--- src/hdl/swv_pkg.sv ---
// ----------------------------------------------------------------------------
// swv_pkg
// Shared types, constants and the arctangent table for the swerve drive
// inverse kinematics block.
// ----------------------------------------------------------------------------
`default_nettype none

package swv_pkg;

  // Configuration port
  localparam int CFG_IDX_W  = 1;
  localparam int CFG_DATA_W = 24;
  localparam logic [CFG_IDX_W-1:0] REG_ERPM_SCALE = 1'b0;
  localparam logic [CFG_IDX_W-1:0] REG_DEAD_ZONE  = 1'b1;

  localparam int SCALE_W = 24;
  localparam int DZ_W    = 10;
  localparam logic [SCALE_W-1:0] ERPM_SCALE_RST = 24'd65536;
  localparam logic [DZ_W-1:0]    DEAD_ZONE_RST  = 10'd3;

  // Result fields
  localparam int SPEED_W = 24;
  localparam int ANGLE_W = 16;
  localparam logic [1:0] WHEEL_LAST = 2'd3;

  // Fixed point
  localparam int FRAC_BITS = 8;
  localparam int ZW        = 32;
  localparam logic signed [15:0] HALF_SQRT2_Q15 = 16'sd23170;
  localparam logic signed [15:0] ROT_ROUND      = 16'sd16384;
  localparam logic [23:0]        CORDIC_GAIN_Q24 = 24'd10188014;
  localparam logic signed [ZW-1:0] Z_HALF = 32'sd32768;
  localparam logic signed [ZW-1:0] Z_A90  = 32'sd9000;
  localparam logic [23:0] SPEED_ROUND = 24'h800000;

  // Angles in centidegrees
  localparam logic [ANGLE_W-1:0] ANG_90  = 16'd9000;
  localparam logic [ANGLE_W-1:0] ANG_180 = 16'd18000;
  localparam logic [ANGLE_W-1:0] ANG_270 = 16'd27000;
  localparam logic [ANGLE_W-1:0] ANG_360 = 16'd36000;

  typedef enum logic [1:0] {
    DZ_NONE,
    DZ_ZERO,
    DZ_90,
    DZ_270
  } dz_mode_t;

  // Control that travels alongside each wheel through the pipeline.
  typedef struct packed {
    logic       valid;
    logic [1:0] wheel;
    logic       last;
    logic       xneg;
    logic       yneg;
    logic       zero;
    dz_mode_t   dz;
  } side_t;

  // atan(2^-i) in centidegrees with 16 fraction bits.
  function automatic logic [29:0] swv_atan(input int idx);
    logic [29:0] v;
    case (idx)
      0:       v = 30'd294912000;
      1:       v = 30'd174096719;
      2:       v = 30'd91987925;
      3:       v = 30'd46694507;
      4:       v = 30'd23437866;
      5:       v = 30'd11730358;
      6:       v = 30'd5866610;
      7:       v = 30'd2933484;
      8:       v = 30'd1466764;
      9:       v = 30'd733385;
      10:      v = 30'd366693;
      11:      v = 30'd183346;
      12:      v = 30'd91673;
      13:      v = 30'd45837;
      14:      v = 30'd22918;
      15:      v = 30'd11459;
      16:      v = 30'd5730;
      17:      v = 30'd2865;
      18:      v = 30'd1432;
      19:      v = 30'd716;
      20:      v = 30'd358;
      21:      v = 30'd179;
      22:      v = 30'd90;
      23:      v = 30'd45;
      default: v = 30'd0;
    endcase
    return v;
  endfunction

endpackage

`default_nettype wire

--- src/hdl/swv_post.sv ---
// ----------------------------------------------------------------------------
// swv_post
// Gain correction, ERPM scaling with saturation, quadrant mapping and
// dead zone override, ending in the result register.
// ----------------------------------------------------------------------------
`default_nettype none

module swv_post import swv_pkg::*; #(
  parameter int CW = 27
) (
  input  logic                 clk,
  input  logic                 rst,
  input  logic                 en,
  input  logic [SCALE_W-1:0]   erpm_scale,
  input  side_t                side_i,
  input  logic signed [CW-1:0] cx,
  input  logic signed [ZW-1:0] z,
  output logic                 out_valid,
  output logic [1:0]           out_wheel,
  output logic [SPEED_W-1:0]   out_speed,
  output logic [ANGLE_W-1:0]   out_angle,
  output logic                 out_last
);

  localparam int CXW = CW - 1;
  localparam int LO  = (CXW + 1) / 2;
  localparam int HI  = CXW - LO;
  localparam int PLW = LO + 24;
  localparam int PHW = HI + 24;
  localparam int GW  = CXW + 24;
  localparam int QW  = (CXW + 1 > SPEED_W + 1) ? CXW + 1 : SPEED_W + 1;
  localparam int EW  = QW + 24;

  // Stage 1: gain partial products, first-quadrant angle
  side_t                 s1;
  logic [PLW-1:0]        pg_lo;
  logic [PHW-1:0]        pg_hi;
  logic [13:0]           a1;
  // Stage 2: magnitude, full angle
  side_t                 s2;
  logic [CXW-1:0]        mag;
  logic [ANGLE_W-1:0]    ang2;
  // Stage 3: ERPM partial products
  side_t                 s3;
  logic [PLW-1:0]        pe_lo;
  logic [PHW-1:0]        pe_hi;
  logic [ANGLE_W-1:0]    ang3;

  logic [CXW-1:0]        cxc;
  logic signed [ZW-1:0]  zs;
  logic [13:0]           a1_next;
  logic [GW-1:0]         gsum;
  logic [ANGLE_W-1:0]    a16;
  logic [ANGLE_W-1:0]    am;
  logic [ANGLE_W-1:0]    ang2_next;
  logic [EW-1:0]         esum;
  logic [QW-1:0]         q;
  logic [SPEED_W-1:0]    speed_next;

  always_comb begin
    cxc = cx[CW-1] ? '0 : cx[CXW-1:0];
    zs  = (z + Z_HALF) >>> 16;
    if (zs < 0) begin
      a1_next = '0;
    end else if (zs > Z_A90) begin
      a1_next = 14'(Z_A90);
    end else begin
      a1_next = zs[13:0];
    end
  end

  always_comb begin
    gsum = (GW'(pg_hi) << LO) + GW'(pg_lo);
    a16  = ANGLE_W'(a1);
    case ({s1.xneg, s1.yneg})
      2'b00:   am = a16;
      2'b10:   am = ANG_180 - a16;
      2'b11:   am = ANG_180 + a16;
      default: am = ANG_360 - a16;
    endcase
    if (am == ANG_360 || s1.zero) begin
      am = '0;
    end
    unique case (s1.dz)
      DZ_NONE: ang2_next = am;
      DZ_ZERO: ang2_next = '0;
      DZ_90:   ang2_next = ANG_90;
      DZ_270:  ang2_next = ANG_270;
    endcase
  end

  always_comb begin
    esum = (EW'(pe_hi) << LO) + EW'(pe_lo) + EW'(SPEED_ROUND);
    q    = esum[EW-1:24];
    if (s3.zero) begin
      speed_next = '0;
    end else if (|q[QW-1:SPEED_W]) begin
      speed_next = '1;
    end else begin
      speed_next = q[SPEED_W-1:0];
    end
  end

  always_ff @(posedge clk) begin
    if (rst) begin
      s1        <= '0;
      s2        <= '0;
      s3        <= '0;
      out_valid <= 1'b0;
    end else if (en) begin
      s1        <= side_i;
      s2        <= s1;
      s3        <= s2;
      out_valid <= s3.valid;
    end
  end

  always_ff @(posedge clk) begin
    if (en) begin
      pg_lo     <= PLW'(cxc[LO-1:0]) * PLW'(CORDIC_GAIN_Q24);
      pg_hi     <= PHW'(cxc[CXW-1:LO]) * PHW'(CORDIC_GAIN_Q24);
      a1        <= a1_next;
      mag       <= gsum[GW-1:24];
      ang2      <= ang2_next;
      pe_lo     <= PLW'(mag[LO-1:0]) * PLW'(erpm_scale);
      pe_hi     <= PHW'(mag[CXW-1:LO]) * PHW'(erpm_scale);
      ang3      <= ang2;
      out_wheel <= s3.wheel;
      out_last  <= s3.last;
      out_speed <= speed_next;
      out_angle <= ang3;
    end
  end

endmodule

`default_nettype wire

--- config.mk ---
export PLATFORM = sky130hd
export DESIGN_NAME = swv_post
export DESIGN_NICKNAME = d
export VERILOG_FILES = /design/src/hdl/swv_pkg.sv /design/src/hdl/swv_post.sv
export SDC_FILE = /design/constraint.sdc
export NUM_CORES = 2
export LEC_CHECK = 0
export BUFFER_PORTS_ARGS = -buffer_cell sky130_fd_sc_hd__buf_4
export CORE_UTILIZATION = 34
export DETAILED_ROUTE_END_ITERATION = 6
export PLACE_DENSITY = 0.54
export SLEW_MARGIN = 40
export SYNTH_ARGS = -nofsm -noshare
export SYNTH_HDL_FRONTEND = slang
export SYNTH_SLANG_ARGS = --single-unit
--- constraint.sdc ---
create_clock -name clk -period 9.05 [get_ports clk]
set_input_delay 1.81 -clock clk [delete_from_list [all_inputs] [get_ports clk]]
set_output_delay 1.81 -clock clk [all_outputs]
set_load 0.02 [all_outputs]
==> results.cfg <==
[final_layout]
final_cell_mix = inv_1 (982), fa_1 (706), nand2_1 (449)
fillCellCount = 12090
final_common_cell = inv_1
fin_cells = 5951
syn2layout_area_growth_pct = 9.37
drive_above_1_share_pct = 5.79
nNetsFinal = 5554

[timing]
setup-violations-final = 0
maxSlewHeadroom_pct = 40.1
tightest_slew_ns = 0.899
finalCritPeriodShare_pct = 85.0
hold_viol = 0
report.final.slew_viol_count = 0
fin_worst_skew_ns = 0.0137
finalSetupTns_ns = 0
rsz0062_at_grt = no
post-route-min-period_ns = 7.69
fmax_ghz = 0.130

[drt]
wirelength_um = 95200
num_vias = 28060
ant_nets = 0
via_per_inst = 4.72
firstDrtPassIters = 5
drc = 0
routedWlPerCell_um = 16.0
drt-initial-drc-count = 1166

[synthesis]
synth_top_area_cell = fa_1
yosysTopAreaCellShare_pct = 34.2
ys_types = 83
syn_area_um2 = 41400
synth_edf_count = 235
async_reset_ff_share_pct = 0
yosys_warnings = 0
avgSynthCellArea_um2 = 9.72
synthCells = 4256
yosysSeqAreaShare_pct = 18.0
synth_nets = 5497
synth-seq-cells = 255
ys.flop_type = edfxtp_1
synthTopCellsByArea = fa_1 (34%), edfxtp_1 (17%), ha_1 (13%)

[floorplan]
start_util_pct = 34.4
io_pins = 139
die_h_um = 351
rows = 127
die_x_um = 351
dieArea_um2 = 123000
design.core.area_um2 = 120000

[setup_path]
slowest_stage = fa_1
crit_top_cell = inv_1
start_kind = input port
cp_num_buf_inv = 6
cp-startpoint = cx[26]
reg2regPathDepth = 18
rr_startpoint = mag[5]$_DFFE_PP_
cp_num_cells = 24
worstPathRequired_ns = 9.40
cp-endpoint = pg_hi[35]$_DFFE_PP_
cp.arrival_ns = 8.05
path_max_fanout = 29
critPathKind = input port to register
r2r_slack_ns = 2.20
end_kind = register
path_delay_family = adder cells
crit_chain = buf_4 -> nor2b_1 -> ha_1 -> inv_1 -> ha_1 -> nand2b_1 -> inv_1 -> fa_1 -> inv_1 -> fa_1 -> inv_1 -> fa_1 -> fa_1 -> inv_1 -> ha_1 -> and4_1 -> nand4_1 -> or3_1 -> o21ai_1 -> o311ai_1 -> a21o_1 -> a21oi_1 -> o21ai_0 -> xnor2_1
r2r-end = pe_lo[32]$_DFFE_PP_
slowest_delay_ns = 0.58

[global_routing]
antenna_found_initial = 7
grt_pass1_wl_um = 158000
grt_max_degree = 135
grt_use_total_pct = 16.1
grt-ovfl-total = 0
grt_pass1_vias = 30139

[cts]
clock_latency_ns = 0.62
cts-buffers-inserted = 31
tritoncts = done
cts_sinks = 255
htreeDepth = 1
cts.path.max_buffers = 3
cts.reportedPaths.clkPinSlew_ns = 0.06
cts_root_buf = clkbuf_16
cts_resized = 0
hold_buffers = 0
cts_setup_buffers = 0

[placed_design]
gp_congestion = 0.874
dp_hpwl_um = 75800
dp_cells = 5889
numPortBuffers = 123

[job]
drv_cap = 0

[hold_path]
hold_depth = 0
worstHoldPathType = register to register

[outcome]
outcome = completed
flip-flops by register name (all words and copies together), names as in the netlist:
register   flops
s2             5
pg_lo         23
pe_hi         37
ang3          16
ang2          16
pg_hi         36
out_last       1
out_speed     24
out_valid      1
a1            14
out_angle     16
s3             5
out_wheel      2
pe_lo         24
s1             9
mag           26
routing by layer:
metal	share of wire (%)	track usage, %	wire length (um)
met5	0.069	0	66
met4	2.6	4.38	2450
met3	4.5	2.50	4260
met2	48	27.4	45400
met1	45	21.2	43000
synth_stat cells (37+ instances only):
library cell and count:
and2_1 270, clkbuf_1 133, a21oi_1 145, ha_1 440, xor2_1 59, edfxtp_1 235, nor2_1 135, a21o_1 52
inv_1 982, nand2_1 449, fa_1 706, o21ai_0 73, nor3_1 40, xnor2_1 105, nand3_1 37
cell families (layout without fill, tap and decap cells):
kind of cell / after synthesis / in the layout / share of synthesized area [%]
AOI/OAI and AO/OA: 452 / 452 / 7.27
xor gates and xnor gates: 164 / 164 / 3.47
adders and majority gates: 1146 / 1146 / 47.5
buffers and inverters: 1118 / 1200 / 10.2
DFF: 255 / 255 / 18.0
muxes: 26 / 26 / 0.632
other: 0 / 1 / 0
and+or+nand+nor: 1095 / 1095 / 13.0
layout make-up:
| class | count | area [um2] | share of cell area (%) |
|---|---|---|---|
| Multi-Input combinational cell | 2883 | 29700 | 65.7 |
| Sequential cell | 255 | 7460 | 16.5 |
| Antenna cell | 1 | 2.50 | 0.00553 |
| Clock buffer | 35 | 811 | 1.79 |
| Tap cell | 1612 | 2020 | 4.46 |
| Timing Repair Buffer | 160 | 1250 | 2.77 |
| Inverter | 982 | 3690 | 8.15 |
| Clock inverter | 23 | 302 | 0.667 |
how the worst min path moves through the flow:
stage	startpoint	to	slack [ns]
after floorplan	ang2[0]$_DFFE_PP_	ang3[0]$_DFFE_PP_	0.40
after global placement	ang3[0]$_DFFE_PP_	out_angle[0]$_DFFE_PP_	0.40
after detailed placement	ang3[6]$_DFFE_PP_	out_angle[6]$_DFFE_PP_	0.40
after CTS	ang3[6]$_DFFE_PP_	out_angle[6]$_DFFE_PP_	0.42
after global routing	ang2[2]$_DFFE_PP_	ang3[2]$_DFFE_PP_	0.42
final	ang3[6]$_DFFE_PP_	out_angle[6]$_DFFE_PP_	0.42
stage by stage:
step                setup slack, ns  hold WS, ns  cell area (um2)  utilization, %
global placement              0.721        0.402            44000            36.6
CTS                            1.36        0.417            45200            37.6
global route                  0.925        0.422            45200            37.6
floorplan                      1.53        0.400            41400               -
finish                         1.36        0.415            45200            37.6
detailed placement            0.691        0.405            44100            36.6
Power is not shown: default switching activity piles up to over one toggle a cycle in this logic, so the estimate is an artifact.
