--- config.mk ---
export PLATFORM = sky130hd
export DESIGN_NAME = swv_front
export DESIGN_NICKNAME = d
export VERILOG_FILES = /design/src/hdl/swv_pkg.sv /design/src/hdl/swv_front.sv
export SDC_FILE = /design/constraint.sdc
export NUM_CORES = 1
export LEC_CHECK = 0
export ABC_AREA = 1
export ABC_CLOCK_PERIOD_IN_PS = 4620
export BUFFER_PORTS_ARGS = -buffer_cell sky130_fd_sc_hd__buf_2
export CAP_MARGIN = 25
export CELL_PAD_IN_SITES_DETAIL_PLACEMENT = 1
export CELL_PAD_IN_SITES_GLOBAL_PLACEMENT = 1
export CORE_ASPECT_RATIO = 0.5
export CORE_MARGIN = 8
export CORE_UTILIZATION = 41
export CTS_CLUSTER_SIZE = 30
export DETAILED_ROUTE_END_ITERATION = 12
export HOLD_SLACK_MARGIN = 0.15
export PLACE_DENSITY = 0.87
export SLEW_MARGIN = 15
export SYNTH_ARGS = -nofsm -noshare
export SYNTH_HDL_FRONTEND = slang
export SYNTH_SLANG_ARGS = --single-unit
--- constraint.sdc ---
create_clock -name clk -period 4.62 [get_ports clk]
set_input_delay 0.462 -clock clk [delete_from_list [all_inputs] [get_ports clk]]
set_output_delay 0.462 -clock clk [all_outputs]
set_load 0.05 [all_outputs]
--- src/hdl/swv_pkg.sv ---
// ----------------------------------------------------------------------------
// swv_pkg
// Shared types, constants and the arctangent table for the swerve drive
// inverse kinematics block.
// ----------------------------------------------------------------------------
`default_nettype none

package swv_pkg;

  // Configuration port
  localparam int CFG_IDX_W  = 1;
  localparam int CFG_DATA_W = 24;
  localparam logic [CFG_IDX_W-1:0] REG_ERPM_SCALE = 1'b0;
  localparam logic [CFG_IDX_W-1:0] REG_DEAD_ZONE  = 1'b1;

  localparam int SCALE_W = 24;
  localparam int DZ_W    = 10;
  localparam logic [SCALE_W-1:0] ERPM_SCALE_RST = 24'd65536;
  localparam logic [DZ_W-1:0]    DEAD_ZONE_RST  = 10'd3;

  // Result fields
  localparam int SPEED_W = 24;
  localparam int ANGLE_W = 16;
  localparam logic [1:0] WHEEL_LAST = 2'd3;

  // Fixed point
  localparam int FRAC_BITS = 8;
  localparam int ZW        = 32;
  localparam logic signed [15:0] HALF_SQRT2_Q15 = 16'sd23170;
  localparam logic signed [15:0] ROT_ROUND      = 16'sd16384;
  localparam logic [23:0]        CORDIC_GAIN_Q24 = 24'd10188014;
  localparam logic signed [ZW-1:0] Z_HALF = 32'sd32768;
  localparam logic signed [ZW-1:0] Z_A90  = 32'sd9000;
  localparam logic [23:0] SPEED_ROUND = 24'h800000;

  // Angles in centidegrees
  localparam logic [ANGLE_W-1:0] ANG_90  = 16'd9000;
  localparam logic [ANGLE_W-1:0] ANG_180 = 16'd18000;
  localparam logic [ANGLE_W-1:0] ANG_270 = 16'd27000;
  localparam logic [ANGLE_W-1:0] ANG_360 = 16'd36000;

  typedef enum logic [1:0] {
    DZ_NONE,
    DZ_ZERO,
    DZ_90,
    DZ_270
  } dz_mode_t;

  // Control that travels alongside each wheel through the pipeline.
  typedef struct packed {
    logic       valid;
    logic [1:0] wheel;
    logic       last;
    logic       xneg;
    logic       yneg;
    logic       zero;
    dz_mode_t   dz;
  } side_t;

  // atan(2^-i) in centidegrees with 16 fraction bits.
  function automatic logic [29:0] swv_atan(input int idx);
    logic [29:0] v;
    case (idx)
      0:       v = 30'd294912000;
      1:       v = 30'd174096719;
      2:       v = 30'd91987925;
      3:       v = 30'd46694507;
      4:       v = 30'd23437866;
      5:       v = 30'd11730358;
      6:       v = 30'd5866610;
      7:       v = 30'd2933484;
      8:       v = 30'd1466764;
      9:       v = 30'd733385;
      10:      v = 30'd366693;
      11:      v = 30'd183346;
      12:      v = 30'd91673;
      13:      v = 30'd45837;
      14:      v = 30'd22918;
      15:      v = 30'd11459;
      16:      v = 30'd5730;
      17:      v = 30'd2865;
      18:      v = 30'd1432;
      19:      v = 30'd716;
      20:      v = 30'd358;
      21:      v = 30'd179;
      22:      v = 30'd90;
      23:      v = 30'd45;
      default: v = 30'd0;
    endcase
    return v;
  endfunction

endpackage

`default_nettype wire

--- src/hdl/swv_front.sv ---
// ----------------------------------------------------------------------------
// swv_front
// Command register, rotation term and wheel sequencer. Emits one wheel vector
// per cycle while adv is high, in absolute fixed point, into the CORDIC chain.
// ----------------------------------------------------------------------------
`default_nettype none

module swv_front import swv_pkg::*; #(
  parameter int VEL_WIDTH = 16,
  parameter int CW        = 27
) (
  input  logic                        clk,
  input  logic                        rst,
  input  logic                        adv,
  input  logic [DZ_W-1:0]             dead_zone,
  input  logic                        in_valid,
  output logic                        in_ready,
  input  logic signed [VEL_WIDTH-1:0] vel_x,
  input  logic signed [VEL_WIDTH-1:0] vel_y,
  input  logic signed [VEL_WIDTH-1:0] vel_rot,
  output side_t                       side_o,
  output logic signed [CW-1:0]        x_o,
  output logic signed [CW-1:0]        y_o
);

  localparam int RW   = VEL_WIDTH + 1;
  localparam int PW   = VEL_WIDTH + 16;
  localparam int SW   = VEL_WIDTH + 2;
  localparam int AW   = VEL_WIDTH;
  localparam int CMPW = ((SW > DZ_W + 1) ? SW : DZ_W + 1) + 1;

  logic signed [VEL_WIDTH-1:0] vx;
  logic signed [VEL_WIDTH-1:0] vy;
  logic signed [RW-1:0]        r;
  logic                        busy;
  logic [1:0]                  k;

  logic signed [PW-1:0]   rprod;
  logic signed [SW-1:0]   wx;
  logic signed [SW-1:0]   wy;
  logic signed [SW-1:0]   rx;
  logic signed [SW-1:0]   ry;
  logic [SW-1:0]          ax_full;
  logic [SW-1:0]          ay_full;
  logic [AW-1:0]          ax;
  logic [AW-1:0]          ay;
  logic signed [CMPW-1:0] axc;
  logic signed [CMPW-1:0] wyc;
  logic signed [CMPW-1:0] dzc;
  logic                   in_xfer;
  side_t                  side_next;

  assign in_ready = adv && (!busy || k == WHEEL_LAST);
  assign in_xfer  = in_valid && in_ready;

  // Rounded rotation term, vel_rot * 0.7071 with halves going up.
  assign rprod = PW'(vel_rot) * PW'(HALF_SQRT2_Q15) + PW'(ROT_ROUND);

  always_ff @(posedge clk) begin
    if (rst) begin
      busy <= 1'b0;
      k    <= 2'd0;
    end else if (adv) begin
      if (busy) begin
        k <= k + 2'd1;
      end
      if (in_xfer) begin
        busy <= 1'b1;
        k    <= 2'd0;
      end else if (busy && k == WHEEL_LAST) begin
        busy <= 1'b0;
      end
    end
  end

  always_ff @(posedge clk) begin
    if (in_xfer) begin
      vx <= vel_x;
      vy <= vel_y;
      r  <= rprod[PW-1:15];
    end
  end

  // Wheels 0 and 1 subtract r from x; wheels 0 and 3 add r to y.
  always_comb begin
    rx      = k[1] ? SW'(r) : -SW'(r);
    ry      = (k[1] == k[0]) ? SW'(r) : -SW'(r);
    wx      = SW'(vx) + rx;
    wy      = SW'(vy) + ry;
    ax_full = wx[SW-1] ? unsigned'(-wx) : unsigned'(wx);
    ay_full = wy[SW-1] ? unsigned'(-wy) : unsigned'(wy);
    ax      = ax_full[AW-1:0];
    ay      = ay_full[AW-1:0];
    axc     = signed'(CMPW'(ax));
    wyc     = CMPW'(wy);
    dzc     = signed'(CMPW'(dead_zone));

    side_next.valid = busy;
    side_next.wheel = k;
    side_next.last  = (k == WHEEL_LAST);
    side_next.xneg  = wx[SW-1];
    side_next.yneg  = wy[SW-1];
    side_next.zero  = (wx == '0) && (wy == '0);
    if (axc < dzc) begin
      if (wyc < -dzc) begin
        side_next.dz = DZ_270;
      end else if (wyc > dzc) begin
        side_next.dz = DZ_90;
      end else begin
        side_next.dz = DZ_ZERO;
      end
    end else begin
      side_next.dz = DZ_NONE;
    end
  end

  always_ff @(posedge clk) begin
    if (rst) begin
      side_o <= '0;
    end else if (adv) begin
      side_o <= side_next;
    end
  end

  always_ff @(posedge clk) begin
    if (adv) begin
      x_o <= signed'(CW'({ax, {FRAC_BITS{1'b0}}}));
      y_o <= signed'(CW'({ay, {FRAC_BITS{1'b0}}}));
    end
  end

endmodule

`default_nettype wire

==> summary.txt <==
Min Tclk post-route = 5.48 ns
Syn-to-layout area delta = 36.1%
Initial DRC count = 751
Pin count of the biggest net entering global routing = 50
I/O Buffers = 103
Post-synth EDFFs = 81
Placed cell areas = 0.0145 mm²
Ant. Diodes = 0
Layout cells sized above 1 = 31.7%
Vias = 11800
Register area = 0.00267 mm²
Most common cell after layout, fill and taps aside = nand2_1
Cells on Worst Hold Path = 1
Worst Hold End = vx[12]$_DFFE_PP_
RSZ-0062 raised after global routing = yes
Grt ovf = 0
Failing checks = setup timing
Final GP Congestion = 0.894
Drt first pass iters = 4
Max Fanout on Critical Path = 7
Seq cells post-synth = 93
Max-cap viol count = 0
CORE AREA = 0.0287 mm²
Synth area leader = edfxtp_1
Final WS setup = -0.857 ns
# hold bufs at CTS = 0
H-tree depth = 3
Die W = 256 µm
Mux contribution to synthesized area = 0%
Antenna Nets Post-Route = 0
Crit path largest cell delay = 0.43 ns
Synth Instances = 1501
# nets final = 2142
Max-slew violations = 0
Num Clock Sinks = 93
Antenna violations before repair = 0
Hold_ws = 0.267 ns
Synth top area cells = edfxtp_1 (21%), ha_1 (21%), nand2_1 (11%), fa_1 (10%), inv_1 (7.3%)
Final worst path period share = 119%
Avg Synthesized Cell Area = 7.88 µm²
Row Count = 44
R2r endpoint = side_o[1]$_SDFFE_PP0P_
Prevailing post-synth register cell = edfxtp_1
XOR/XNOR Fraction of Synth Area = 6.37%
Ys async rst share = 0%
First-pass GRT wire length = 64900 µm
R2R cell count = 38
DR vias/cell = 5.31
Register area share after synthesis = 22.6%
Unique masters post-synth = 49
Setup crit end kind = flip-flop
Commonest cells after routing, fill and taps aside = nand2_1 (297), inv_1 (220), buf_4 (216)
Most frequent CP cell = nand2_1
Worst Hold Launch = vel_x[12]
Origin of the critical flop-to-flop path = r[1]$_DFFE_PP_
Setup CP Type = reg -> reg
Critical path launch point type = flip-flop
Chip Height = 136 µm
DRC violations left = 0
Synth Area in Compound Gates = 8.13%
Status = complete, but fails checks
CTS tree = built
Post-synth top area share = 20.6%
Min-Delay Path Class = in -> reg
Multi-input gate area = 0.00949 mm²
CTS Buf Count = 9
Crit-path slowest cell = edfxtp_1
Post-Syn Area = 0.0118 mm²
Register-to-register setup slack = -0.86 ns
Critical path arrival = 5.78 ns
Full die area = 0.0349 mm²
Final Routed Wirelength = 44700 µm
Clock root cell = clkbuf_16
Fmax = 0.183 GHz
Vias in the first global route = 12900
Simple-Gate Fraction of Synth Area = 22.7%
Initial Util = 41.2%
GR Util All Layers = 22.9%
Final Util = 56.1%
Worst slew pin tran = 0.711 ns
Clk slew on worst S/H paths = 0.07 ns
Synth Warn # = 0
Setup Viol. Count Final = 16
Main combinational cell family by area after synthesis = adder cells
Post-DP HPWL = 32700 µm
Clock buffer depth = 2
Ports = 126
Post-Synth Adder-Cell Area = 30.8%
Fin Clk Skew = 0.00765 ns
Final Hold Fails = 0
Post-route cell area = 0.0161 mm²
Worst Path Required = 4.92 ns
Wire length per cell = 20.1 µm
Worst-skew pair later-pin latency = 0.36 ns
Fill cells = 3415
Max-slew headroom = 52.2%
synthesized netlist by cell type (all sizes together) (4+ instances only):
| cell type | instances |
|---|---|
| fa | 61 |
| nor2 | 123 |
| clkbuf | 10 |
| nor3 | 21 |
| a21oi | 85 |
| o21ai | 72 |
| nand3b | 11 |
| dfxtp | 12 |
| nand2 | 345 |
| edfxtp | 81 |
| o21bai | 4 |
| xnor2 | 17 |
| buf | 24 |
| inv | 236 |
| and3 | 4 |
| ha | 194 |
| nand3 | 94 |
| xor2 | 63 |
| o21a | 5 |
| nand4 | 16 |
worst max-delay path by stage:
stage,startpoint,end,slack [ns],depth (start not counted)
floorplan,vel_rot[10],r[10]$_DFFE_PP_,-0.21,20
global placement,vel_rot[10],r[14]$_DFFE_PP_,-0.62,20
detailed placement,vel_rot[9],r[16]$_DFFE_PP_,-0.83,21
CTS,r[0]$_DFFE_PP_,side_o[1]$_SDFFE_PP0P_,-0.55,37
global route,r[0]$_DFFE_PP_,side_o[1]$_SDFFE_PP0P_,-1.10,34
finish,r[1]$_DFFE_PP_,side_o[1]$_SDFFE_PP0P_,-0.86,38
stage by stage:
step	setup TNS (ns)	worst slack (ns)	instances
3_3_place_gp	-8.16	-0.615	2156
5_1_grt	-10.72	-1.10	2221
4_1_cts	-3.97	-0.547	2207
6_report	-7.01	-0.857	2221
3_5_place_dp	-11.97	-0.829	2156
2_1_floorplan	-1.52	-0.208	1522
per-layer routing:
layer | GRT usage, % | routed length (µm) | up-vias
met1 | 25.3 | 17500 | 5798
met2 | 45.4 | 24000 | 329
met3 | 2.19 | 1450 | 139
met5 | 0 | 0 | -
met4 | 8.90 | 1850 | 0
li1 | - | - | 5520
what timing repair did:
action | CTS | global route
endpoints found under the setup margin | 16 | 47
buffers inserted | 35 | 16
pin swaps | 83 | 73
resized for setup | 103 | 126
critical path, delay by kind of cell (launching register included):
kind | cells | cell delay (ns)
AOI/OAI and AO/OA | 7 | 1.03
xor gates and xnor gates | 1 | 0.17
buffers and inverters | 4 | 0.46
and+or+nand+nor | 23 | 2.67
adders and majority gates | 3 | 0.64
DFF | 1 | 0.43
cell type report:
class                   count  area share [%]
clock buffers              10            1.42
clock inverters             6           0.287
inverters                 237            5.59
multi-input cells        1158            58.9
flip-flops and latches     93            16.6
well taps                 391            3.04
repair buffers            326            14.2
state kept, by name, summed over array words and instances (netlist names):
signal	flops
side_o	9
y_o	16
vx	16
vy	16
x_o	16
busy	1
k	2
r	17
cells by family after synthesis:
family          count (synthesis)
other cells                     1
flops                          93
buf+inv                       271
xor+xnor                       80
simple gates                  621
compound gates                180
fa+ha+maj                     255
Power is not shown: default switching activity piles up to over one toggle a cycle in this logic, so the estimate is an artifact.
