### config.mk
export PLATFORM = sky130hd
export DESIGN_NAME = swv_cordic_cell
export DESIGN_NICKNAME = d
export VERILOG_FILES = /design/src/hdl/swv_pkg.sv /design/src/hdl/swv_cordic_cell.sv
export SDC_FILE = /design/constraint.sdc
export NUM_CORES = 1
export LEC_CHECK = 0
export ABC_AREA = 1
export BUFFER_PORTS_ARGS = -buffer_cell sky130_fd_sc_hd__buf_2
export CAP_MARGIN = 30
export CORE_ASPECT_RATIO = 1.2
export CORE_UTILIZATION = 48
export CTS_BUF_LIST = sky130_fd_sc_hd__clkbuf_8
export DETAILED_ROUTE_END_ITERATION = 10
export HOLD_SLACK_MARGIN = 0.05
export PLACE_DENSITY = 0.72
export SLEW_MARGIN = 15
export SYNTH_ARGS = -nofsm -noshare
export SYNTH_HDL_FRONTEND = slang
export SYNTH_SLANG_ARGS = --single-unit
export TNS_END_PERCENT = 20
### constraint.sdc
create_clock -name clk -period 2.3 [get_ports clk]
set_input_delay 0.345 -clock clk [delete_from_list [all_inputs] [get_ports clk]]
set_output_delay 0.345 -clock clk [all_outputs]
set_load 0.005 [all_outputs]
### src/hdl/swv_pkg.sv
// ----------------------------------------------------------------------------
// swv_pkg
// Shared types, constants and the arctangent table for the swerve drive
// inverse kinematics block.
// ----------------------------------------------------------------------------
`default_nettype none

package swv_pkg;

  // Configuration port
  localparam int CFG_IDX_W  = 1;
  localparam int CFG_DATA_W = 24;
  localparam logic [CFG_IDX_W-1:0] REG_ERPM_SCALE = 1'b0;
  localparam logic [CFG_IDX_W-1:0] REG_DEAD_ZONE  = 1'b1;

  localparam int SCALE_W = 24;
  localparam int DZ_W    = 10;
  localparam logic [SCALE_W-1:0] ERPM_SCALE_RST = 24'd65536;
  localparam logic [DZ_W-1:0]    DEAD_ZONE_RST  = 10'd3;

  // Result fields
  localparam int SPEED_W = 24;
  localparam int ANGLE_W = 16;
  localparam logic [1:0] WHEEL_LAST = 2'd3;

  // Fixed point
  localparam int FRAC_BITS = 8;
  localparam int ZW        = 32;
  localparam logic signed [15:0] HALF_SQRT2_Q15 = 16'sd23170;
  localparam logic signed [15:0] ROT_ROUND      = 16'sd16384;
  localparam logic [23:0]        CORDIC_GAIN_Q24 = 24'd10188014;
  localparam logic signed [ZW-1:0] Z_HALF = 32'sd32768;
  localparam logic signed [ZW-1:0] Z_A90  = 32'sd9000;
  localparam logic [23:0] SPEED_ROUND = 24'h800000;

  // Angles in centidegrees
  localparam logic [ANGLE_W-1:0] ANG_90  = 16'd9000;
  localparam logic [ANGLE_W-1:0] ANG_180 = 16'd18000;
  localparam logic [ANGLE_W-1:0] ANG_270 = 16'd27000;
  localparam logic [ANGLE_W-1:0] ANG_360 = 16'd36000;

  typedef enum logic [1:0] {
    DZ_NONE,
    DZ_ZERO,
    DZ_90,
    DZ_270
  } dz_mode_t;

  // Control that travels alongside each wheel through the pipeline.
  typedef struct packed {
    logic       valid;
    logic [1:0] wheel;
    logic       last;
    logic       xneg;
    logic       yneg;
    logic       zero;
    dz_mode_t   dz;
  } side_t;

  // atan(2^-i) in centidegrees with 16 fraction bits.
  function automatic logic [29:0] swv_atan(input int idx);
    logic [29:0] v;
    case (idx)
      0:       v = 30'd294912000;
      1:       v = 30'd174096719;
      2:       v = 30'd91987925;
      3:       v = 30'd46694507;
      4:       v = 30'd23437866;
      5:       v = 30'd11730358;
      6:       v = 30'd5866610;
      7:       v = 30'd2933484;
      8:       v = 30'd1466764;
      9:       v = 30'd733385;
      10:      v = 30'd366693;
      11:      v = 30'd183346;
      12:      v = 30'd91673;
      13:      v = 30'd45837;
      14:      v = 30'd22918;
      15:      v = 30'd11459;
      16:      v = 30'd5730;
      17:      v = 30'd2865;
      18:      v = 30'd1432;
      19:      v = 30'd716;
      20:      v = 30'd358;
      21:      v = 30'd179;
      22:      v = 30'd90;
      23:      v = 30'd45;
      default: v = 30'd0;
    endcase
    return v;
  endfunction

endpackage

`default_nettype wire

### src/hdl/swv_cordic_cell.sv
// ----------------------------------------------------------------------------
// swv_cordic_cell
// One vectoring CORDIC micro-rotation with a fixed shift, registered.
// ----------------------------------------------------------------------------
`default_nettype none

module swv_cordic_cell import swv_pkg::*; #(
  parameter int IDX = 0,
  parameter int CW  = 27
) (
  input  logic                 clk,
  input  logic                 rst,
  input  logic                 en,
  input  side_t                side_i,
  input  logic signed [CW-1:0] x_i,
  input  logic signed [CW-1:0] y_i,
  input  logic signed [ZW-1:0] z_i,
  output side_t                side_o,
  output logic signed [CW-1:0] x_o,
  output logic signed [CW-1:0] y_o,
  output logic signed [ZW-1:0] z_o
);

  localparam logic signed [ZW-1:0] ANG = signed'(ZW'(swv_atan(IDX)));

  logic signed [CW-1:0] dx;
  logic signed [CW-1:0] dy;

  assign dx = y_i >>> IDX;
  assign dy = x_i >>> IDX;

  always_ff @(posedge clk) begin
    if (rst) begin
      side_o <= '0;
    end else if (en) begin
      side_o <= side_i;
    end
  end

  // Rotate toward the x axis, steering by the sign of y.
  always_ff @(posedge clk) begin
    if (en) begin
      if (!y_i[CW-1]) begin
        x_o <= x_i + dx;
        y_o <= y_i - dy;
        z_o <= z_i + ANG;
      end else begin
        x_o <= x_i - dx;
        y_o <= y_i + dy;
        z_o <= z_i - ANG;
      end
    end
  end

endmodule

`default_nettype wire

==> results of run 1 <==
==> routing by layer <==
metal	up-vias	wire length, um	track usage
li1	5143	-	-
met1	4568	12200	0.348
met2	358	14100	0.536
met3	61	1640	0.0404
met4	0	1090	0.129
met5	-	0	0
==> logic make-up after synthesis <==
kind of cell	Yosys count	synth area share
AOI/OAI and AO/OA	200	0.118
xor gates and xnor gates	29	0.0275
adders and majority gates	101	0.140
buffers and inverters	257	0.110
DFF	94	0.295
and+or+nand+nor	692	0.309
==> worst max-delay path, delay by kind of cell <==
kind	cells	cell delay (ns)
buffers and inverters	3	0.33
and+or+nand+nor	8	1.12
adders and majority gates	1	0.43
==> per-stage QoR <==
| stage | worst slack (ns) | setup TNS, ns | area [um^2] | hold WS [ns] |
|---|---|---|---|---|
| finish | 0.260 | 0 | 12000 | 0.118 |
| detailed placement | -0.0893 | -0.704 | 11800 | 0.449 |
| CTS | 0.341 | 0 | 12000 | 0.102 |
| global placement | -0.103 | -0.424 | 11800 | 0.448 |
| floorplan | 0.184 | 0 | 9250 | 0.444 |
| global route | 0.137 | 0 | 12000 | 0.0966 |
==> flip-flops by register name, indices dropped and copies added (netlist names) <==
signal,cells
z_o,32
y_o,27
x_o,26
side_o,9
==> final timing paths <==
path,endpoint
min reg2reg,side_o[3]$_SDFFE_PP0P_
min,z_o[10]$_DFFE_PP_
max reg2reg,side_o[6]$_SDFFE_PP0P_
max,y_o[21]$_DFFE_PP_
==> power breakdown <==
part	internal (mW)	switching [mW]	leakage, nW
Clock	0.421	0.701	0.101
Combinational	1.05	1.42	5.57
Sequential	2.13	0.0509	0.905
Total	3.60	2.18	6.57
==> cell usage in the layout (no fill, tap or decap), types with 8 or more instances in the layout <==
| cell | netlist | final |
|---|---|---|
| o21ai_0 | 56 | 56 |
| inv_1 | 216 | 216 |
| ha_1 | 97 | 97 |
| xnor2_1 | 8 | 8 |
| clkbuf_8 | 0 | 9 |
| dfxtp_1 | 9 | 9 |
| buf_4 | 8 | 192 |
| nor2_1 | 96 | 96 |
| nand4_1 | 27 | 27 |
| nand2_1 | 429 | 429 |
| buf_2 | 16 | 191 |
| a21oi_1 | 100 | 100 |
| o21bai_1 | 18 | 18 |
| nand3_1 | 123 | 123 |
| xor2_1 | 21 | 21 |
| edfxtp_1 | 85 | 85 |
==> layout make-up <==
cell class,instances,share of cell area
Clock buffer,9,0.0103
Clock inverter,7,0.00543
Inverter,221,0.0692
Multi-Input combinational cell,1022,0.459
Sequential cell,94,0.228
Tap cell,256,0.0267
Timing Repair Buffer,384,0.202
==> results.tsv, run 1 <==
metric	value	unit
final setup fails	0	
Fmax	490	MHz
antenna violation net count after detailed routing	0	
CTS Buf Count	9	
Worst Path Max Fanout	7	
largest net degree at the start of global routing	58	
count leader, synth	nand2_1	
Critical path origin	x_i[19]	
core area	0.0189	mm^2
Starting DRT DRC Count	639	
syn_nets	1572	
Post-synth top cells	429 x nand2_1, 216 x inv_1, 123 x nand3_1	
non-filler cells, final	1993	
WP data required	2.47	ns
Worst-Skew Late Latency	0.39	ns
root buffer cell	clkbuf_8	
IO Port Bufs	192	
crit-path max cell delay	0.43	ns
Min Clock Period, post-route	2.04	ns
first-pass GRT wire length	45500	um
period utilization	0.887	
# fillers	1816	
HP Start	z_i[10]	
final wirelength	29100	um
Post-CTS Setup Inserts	0	
CTS tree	yes	
Final Util	0.636	
GRT overflow	0	
worst path cell trace	buf_2 > inv_1 > ha_1 > buf_4 > nor2_1 > nand2_1 > nor3_1 > nand3_1 > nand3_1 > nand2_1 > nand3_1 > nand2_1	
reg2reg path depth	2	
Async SR Flop Fraction	0	
VDD IR-drop max	0.258	mV
WL per Instance	14.6	um
initial core utilization	0.491	
Worst EP arrival	2.21	ns
R2R Path Start	side_o[6]$_SDFFE_PP0P_	
CP Launch Type	input pin	
die width	129	um
dpl cells	1977	
MaxCap Viol Count	0	
setup slack, reg-to-reg	1.69	ns
deepest clock path buffer count	2	
Total Power	5.78	mW
routability cong.	0.973	
Initial DRT Pass Iterations	7	
synthesized area	0.00925	mm^2
I/O pins	193	
pwr/cell area	482	mW/mm^2
register area share after synthesis	0.295	
Residual DRC	0	
ys flop type	edfxtp_1	
Syn. warnings	0	
post-synth top area cell	edfxtp_1	
EDFF count, synth	85	
Die ar.	0.0198	mm^2
Worst-path clk slew	0.12	ns
PostCTS Resize Cnt	0	
max-slew violations	0	
ranking of synthesized cells by area	edfxtp_1 28%, nand2_1 17%, ha_1 13%	
H-tree Lvls	3	
CTS Hold Bufs	0	
vias in the first global route	9682	
synth unique cells	37	
total track usage	0.297	
Slew HR	0.603	
NumNets Final	1931	
ratio of cells with drive above 1 in the final layout	0.235	
CTS Sinks	94	
FF/Latch Area	0.00273	mm^2
Die Ht	154	um
initial antenna violation count	0	
Worst setup EP type	flip-flop	
worst clock skew	0	ns
status	completed	
post-synth top area share	0.276	
drt via density	5.08	
HPWL after DPL	24300	um
multi-input logic area	0.00550	mm^2
#FFs+latches synth	94	
ant diodes	0	
Synth Area per Inst	6.74	um^2
Final Hold Violating Endpoints	0	
critical path type	in2reg	
CP max stage cell	ha_1	
# rows	55	
worst-margin pin slew	0.595	ns
P&R area growth vs syn	29.6	%
Post-Synthesis Cells	1373	
hold path cells	1	
unrepaired setup endpoints after global routing	false	
P_leak	6.57	nW
HP Class	in2reg	
via count	10100	
Power figures use the tool's default switching activity.
==> inputs of run 2 (changes only) <==
--- a/config.mk
+++ b/config.mk
@@ -8,12 +8,14 @@
 export ABC_AREA = 1
 export BUFFER_PORTS_ARGS = -buffer_cell sky130_fd_sc_hd__buf_2
 export CAP_MARGIN = 30
+export CELL_PAD_IN_SITES_DETAIL_PLACEMENT = 0
+export CELL_PAD_IN_SITES_GLOBAL_PLACEMENT = 2
 export CORE_ASPECT_RATIO = 1.2
-export CORE_UTILIZATION = 48
+export CORE_UTILIZATION = 31
 export CTS_BUF_LIST = sky130_fd_sc_hd__clkbuf_8
 export DETAILED_ROUTE_END_ITERATION = 10
 export HOLD_SLACK_MARGIN = 0.05
-export PLACE_DENSITY = 0.72
+export PLACE_DENSITY = 0.84
 export SLEW_MARGIN = 15
 export SYNTH_ARGS = -nofsm -noshare
 export SYNTH_HDL_FRONTEND = slang
==> run 2 against run 1 <==
  * Fmax down 4.4%
  * Sequential share of layout area shrank 0.47 points
  * Combinational power up 2%
  * Critical endpoint is now x_o[26]$_DFFE_PP_
==> results.tsv, run 2 (synthesis results as in run 1) <==
metric	value	unit	change
status	completed		unchanged
setup ws final	0.166	ns	was 0.260 ns
period utilization	0.928		was 0.887
IO Port Bufs	192		unchanged
P&R area growth vs syn	32.4	%	was 29.6%
most frequent CP cell	nand2_1		
FF/Latch Area	0.00273	mm^2	unchanged
initial antenna violation count	0		unchanged
# rows	68		was 55
routability cong.	0.917		was 0.973
most frequent cells in the layout	429 x nand2_1, 217 x inv_1, 199 x buf_4		was 429 x nand2_1, 216 x inv_1, 192 x buf_4
critical path type	in2reg		unchanged
Top Registers	z_o x32, y_o x27, x_o x26		unchanged
CTS Hold Bufs	0		unchanged
NumNets Final	1938		was 1931
Die ar.	0.0305	mm^2	was 0.0198 mm^2
placed cell area	0.0120	mm^2	was 0.0118 mm^2
CP Launch Type	input pin		unchanged
non-filler cells, final	2129		was 1993
Residual DRC	0		unchanged
initial core utilization	0.319		was 0.491
multi-input logic area	0.00550	mm^2	unchanged
I/O pins	193		unchanged
root buffer cell	clkbuf_8		unchanged
WL per Instance	15.3	um	was 14.6 um
via count	9900		was 10100
worst-margin pin slew	0.658	ns	was 0.595 ns
TNS Setup	0	ns	unchanged
first-pass GRT wire length	50600	um	was 45500 um
P_leak	6.62	nW	was 6.57 nW
Worst Path Max Fanout	8		was 7
commonest non-fill, non-tap cell in the layout	nand2_1		unchanged
CP max stage cell	ha_1		unchanged
Worst-path clk slew	0.11	ns	was 0.12 ns
CP bufs+invs	3		unchanged
pwr/cell area	494	mW/mm^2	was 482 mW/mm^2
Post-CTS Setup Inserts	0		unchanged
pre-CTS setup slack	-0.279	ns	was -0.0893 ns
most flop-heavy register	z_o		unchanged
Min Clock Period, post-route	2.13	ns	was 2.04 ns
H-tree Lvls	3		unchanged
ratio of cells with drive above 1 in the final layout	0.239		was 0.235
HPWL after DPL	27400	um	was 24300 um
Initial DRT Pass Iterations	7		unchanged
CTS Buf Count	9		unchanged
die width	160	um	was 129 um
core area	0.0290	mm^2	was 0.0189 mm^2
largest net degree at the start of global routing	66		was 58
Total Power	6.04	mW	was 5.78 mW
worst path cell trace	buf_2 > inv_1 > ha_1 > nand2_1 > nor2_1 > a21boi_0 > buf_4 > o21ai_0 > nand3_1 > nand2_1 > nand2_1 > nand2_1		was buf_2 > inv_1 > ha_1 > buf_4 > nor2_1 > nand2_1 > nor3_1 > nand3_1 > nand3_1 > nand2_1 > nand3_1 > nand2_1
Design Area, Final	0.0122	mm^2	was 0.0120 mm^2
Slew HR	0.561		was 0.603
MaxCap Viol Count	0		unchanged
CTS Sinks	94		unchanged
final wirelength	32500	um	was 29100 um
GRT overflow	0		unchanged
crit-path max cell delay	0.51	ns	was 0.43 ns
# fillers	3092		was 1816
Starting DRT DRC Count	477		was 639
max-slew violations	0		unchanged
WP data required	2.47	ns	about the same
unrepaired setup endpoints after global routing	false		unchanged
HP Start	z_i[4]		was z_i[10]
total track usage	0.215		was 0.297
HP Class	in2reg		unchanged
Die Ht	191	um	was 154 um
vias in the first global route	9625		was 9682
Top delay family on crit path	simple AND/OR/NAND/NOR gates		unchanged
max reg flops	32		unchanged
Critical path origin	x_i[14]		was x_i[19]
deepest clock path buffer count	2		unchanged
VDD IR-drop max	0.245	mV	was 0.258 mV
ant diodes	0		unchanged
Worst EP arrival	2.31	ns	was 2.21 ns
Worst-Skew Late Latency	0.40	ns	was 0.39 ns
final setup fails	0		unchanged
dpl cells	2113		was 1977
worst clock skew	0	ns	unchanged
drt via density	4.65		was 5.08
antenna violation net count after detailed routing	0		unchanged
PostCTS Resize Cnt	0		unchanged
R2R Path Start	side_o[2]$_SDFFE_PP0P_		was side_o[6]$_SDFFE_PP0P_
CTS tree	yes		unchanged
Fmax	469	MHz	was 490 MHz
Final Hold Violating Endpoints	0		unchanged
Worst setup EP type	flip-flop		unchanged
-- run 2: metal layers --
metal / track usage / up-vias / routed length [um]
met2: 0.375 / 260 / 15400
met3: 0.0263 / 51 / 1360
met5: 0 / - / 0
li1: - / 5165 / -
met1: 0.267 / 4424 / 14600
met4: 0.0925 / 0 / 1120
-- run 2: final timing paths --
kind	to	slack (ns)	depth (start not counted)
worst max-delay path	x_o[26]$_DFFE_PP_	0.17	12
worst min register to register	side_o[8]$_SDFFE_PP0P_	0.46	2
worst min-delay path	z_o[4]$_DFFE_PP_	0.11	1
worst max register to register	side_o[2]$_SDFFE_PP0P_	1.72	2
-- run 2: area by class of cell --
type | instances | share of cell area
Timing Repair Buffer | 391 | 0.202
Multi-Input combinational cell | 1022 | 0.449
Clock buffer | 9 | 0.0101
Sequential cell | 94 | 0.223
Inverter | 221 | 0.0678
Tap cell | 385 | 0.0393
Clock inverter | 7 | 0.00848
-- run 2: worst register-to-register path, stage by stage (launching register included) --
cell and delay [ns]:
dfxtp_1 0.35, nand2_1 0.06, a21oi_1 0.12
-- run 2: per-stage QoR --
stage | hold slack (ns) | util
floorplan | 0.444 | -
global placement | 0.447 | 0.414
detailed placement | 0.450 | 0.414
CTS | 0.0912 | 0.422
global route | 0.0931 | 0.422
finish | 0.111 | 0.422
-- run 2: power breakdown --
group	internal [mW]	total [mW]	switching, mW
combinational	1.06	2.52	1.46
clock	0.633	1.34	0.712
sequential	2.13	2.18	0.0507
==> inputs of run 3 (changes only) <==
--- a/config.mk
+++ b/config.mk
@@ -11,11 +11,12 @@
 export CELL_PAD_IN_SITES_DETAIL_PLACEMENT = 0
 export CELL_PAD_IN_SITES_GLOBAL_PLACEMENT = 2
 export CORE_ASPECT_RATIO = 1.2
-export CORE_UTILIZATION = 31
+export CORE_MARGIN = 2
+export CORE_UTILIZATION = 30
 export CTS_BUF_LIST = sky130_fd_sc_hd__clkbuf_8
 export DETAILED_ROUTE_END_ITERATION = 10
 export HOLD_SLACK_MARGIN = 0.05
-export PLACE_DENSITY = 0.84
+export PLACE_DENSITY = 0.82
 export SLEW_MARGIN = 15
 export SYNTH_ARGS = -nofsm -noshare
 export SYNTH_HDL_FRONTEND = slang
==> run 3 against run 2 <==
  * Power shrank 1.5%
  * Core utilization down 1.9 points
  * Setup slack better by 0.093 ns
  * Die area up 5.6%
  * Critical endpoint is now y_o[22]$_DFFE_PP_
==> results.tsv, run 3 (synthesis results as in run 1) <==
metric	value	unit	change
commonest non-fill, non-tap cell in the layout	nand2_1		unchanged
HP Class	in2reg		unchanged
Min Clock Period, post-route	2.04	ns	was 2.13 ns
non-filler cells, final	2140		was 2129
vias in the first global route	9559		was 9625
I/O pins	193		unchanged
Design Area, Final	0.0122	mm^2	about the same
P&R area growth vs syn	32.4	%	about the same
CTS tree	yes		unchanged
Internal	3.71	mW	was 3.82 mW
via count	9916		was 9900
largest net degree at the start of global routing	52		was 66
Die ar.	0.0323	mm^2	was 0.0305 mm^2
WP data required	2.47	ns	about the same
first-pass GRT wire length	51400	um	was 50600 um
deepest clock path buffer count	2		unchanged
Net Sw Frac	0.377		was 0.368
root buffer cell	clkbuf_8		unchanged
switching power	2.24	mW	was 2.23 mW
Final Hold Violating Endpoints	0		unchanged
Starting DRT DRC Count	622		was 477
PostCTS Resize Cnt	0		unchanged
pwr/cell area	486	mW/mm^2	was 494 mW/mm^2
ratio of cells with drive above 1 in the final layout	0.239		unchanged
final wirelength	33500	um	was 32500 um
P_leak	6.61	nW	was 6.62 nW
Top Registers	z_o x32, y_o x27, x_o x26		unchanged
Worst-path clk slew	0.11	ns	about the same
# fillers	3289		was 3092
initial antenna violation count	0		unchanged
period utilization	0.887		was 0.928
status	completed		unchanged
die width	164	um	was 160 um
NumNets Final	1938		unchanged
WL per Instance	15.7	um	was 15.3 um
worst path cell trace	buf_2 > inv_1 > ha_1 > nand2_1 > buf_4 > nor2_1 > nand2_1 > nor2_1 > nand2_1 > nand3_1 > nand2_1 > nand3_1 > nand2_1		was buf_2 > inv_1 > ha_1 > nand2_1 > nor2_1 > a21boi_0 > buf_4 > o21ai_0 > nand3_1 > nand2_1 > nand2_1 > nand2_1
multi-input logic area	0.00550	mm^2	unchanged
max-slew violations	0		unchanged
antenna violation net count after detailed routing	0		unchanged
H-tree Lvls	3		unchanged
Slew HR	0.577		was 0.561
worst clock skew	0	ns	unchanged
Logic pwr share	0.424		was 0.417
HPWL after DPL	28200	um	was 27400 um
CP Launch Type	input pin		unchanged
Residual DRC	0		unchanged
CP max stage cell	ha_1		unchanged
CTS Sinks	94		unchanged
# rows	70		was 68
Initial DRT Pass Iterations	6		was 7
Worst Path Max Fanout	8		unchanged
crit-path max cell delay	0.53	ns	was 0.51 ns
Fmax	490	MHz	was 469 MHz
Worst setup EP type	flip-flop		unchanged
placed cell area	0.0120	mm^2	about the same
most flop-heavy register	z_o		unchanged
routability cong.	0.933		was 0.917
core area	0.0304	mm^2	was 0.0290 mm^2
initial core utilization	0.304		was 0.319
IO Port Bufs	192		unchanged
Die Ht	196	um	was 191 um
CTS Buf Count	9		unchanged
worst-margin pin slew	0.634	ns	was 0.658 ns
MaxCap Viol Count	0		unchanged
most frequent CP cell	nand2_1		unchanged
total track usage	0.207		was 0.215
GRT overflow	0		unchanged
unrepaired setup endpoints after global routing	false		unchanged
dpl cells	2124		was 2113
most frequent cells in the layout	429 x nand2_1, 217 x inv_1, 198 x buf_4		was 429 x nand2_1, 217 x inv_1, 199 x buf_4
sequential power share	0.368		was 0.360
critical path type	in2reg		unchanged
clock power share	0.208		was 0.222
Worst-Skew Late Latency	0.39	ns	was 0.40 ns
VDD IR-drop max	0.250	mV	was 0.245 mV
max reg flops	32		unchanged
FF/Latch Area	0.00273	mm^2	unchanged
Post-CTS Setup Inserts	0		unchanged
Worst EP arrival	2.21	ns	was 2.31 ns
drt via density	4.63		was 4.65
ant diodes	0		unchanged
final setup fails	0		unchanged
CTS Hold Bufs	0		unchanged
[run 3: cell count changes in the layout (fill, tap and decap cells not counted)]
cell,delta
buf_12,+1
buf_4,-1
bufinv_16,-1
clkinvlp_4,+1
[run 3: layout make-up]
type,instances,share of cell area
multi-input combinational,1022,0.449
sequential,94,0.223
timing repair buffer,391,0.203
inverter,221,0.0677
tap,396,0.0405
clock buffer,9,0.0101
clock inverter,7,0.00664
[run 3: layer usage]
metal / up-vias / share of wire / track usage
met4: 0 / 0.022 / 0.0634
met2: 262 / 0.49 / 0.364
li1: 5156 / - / -
met1: 4465 / 0.44 / 0.263
met3: 33 / 0.045 / 0.0234
met5: - / 0 / 0
[run 3: metrics by stage]
step,worst slack [ns],util,power [mW],setup TNS [ns],hold WS [ns]
finish,0.260,0.403,5.95,0,0.110
global route,0.0568,0.403,6.38,0,0.0813
CTS,0.253,0.403,6.03,0,0.0788
detailed placement,-0.191,0.396,4.76,-3.22,0.454
global placement,-0.194,0.396,4.74,-3.28,0.446
floorplan,0.184,-,3.52,0,0.444
[run 3: worst max-delay path, delay by kind of cell]
family,cells,cell delay [ns]
adders and majority gates,1,0.53
buffers and inverters,3,0.30
and+or+nand+nor,9,1.05
[run 3: power by group through the flow]
stage | combinational [mW] | clock (mW) | sequential [mW]
global placement | 2.51 | 0 | 2.23
finish | 2.52 | 1.24 | 2.19
global route | 2.82 | 1.35 | 2.21
floorplan | 1.26 | 0 | 2.25
detailed placement | 2.53 | 0 | 2.23
CTS | 2.54 | 1.29 | 2.20
[run 3: path summary, 6_finish.rpt]
check | slack [ns] | from | cells after the start | to
max | 0.26 | x_i[19] | 13 | y_o[22]$_DFFE_PP_
max reg2reg | 1.70 | side_o[0]$_SDFFE_PP0P_ | 2 | side_o[0]$_SDFFE_PP0P_
min reg2reg | 0.47 | side_o[6]$_SDFFE_PP0P_ | 2 | side_o[6]$_SDFFE_PP0P_
min | 0.11 | z_i[17] | 1 | z_o[17]$_DFFE_PP_
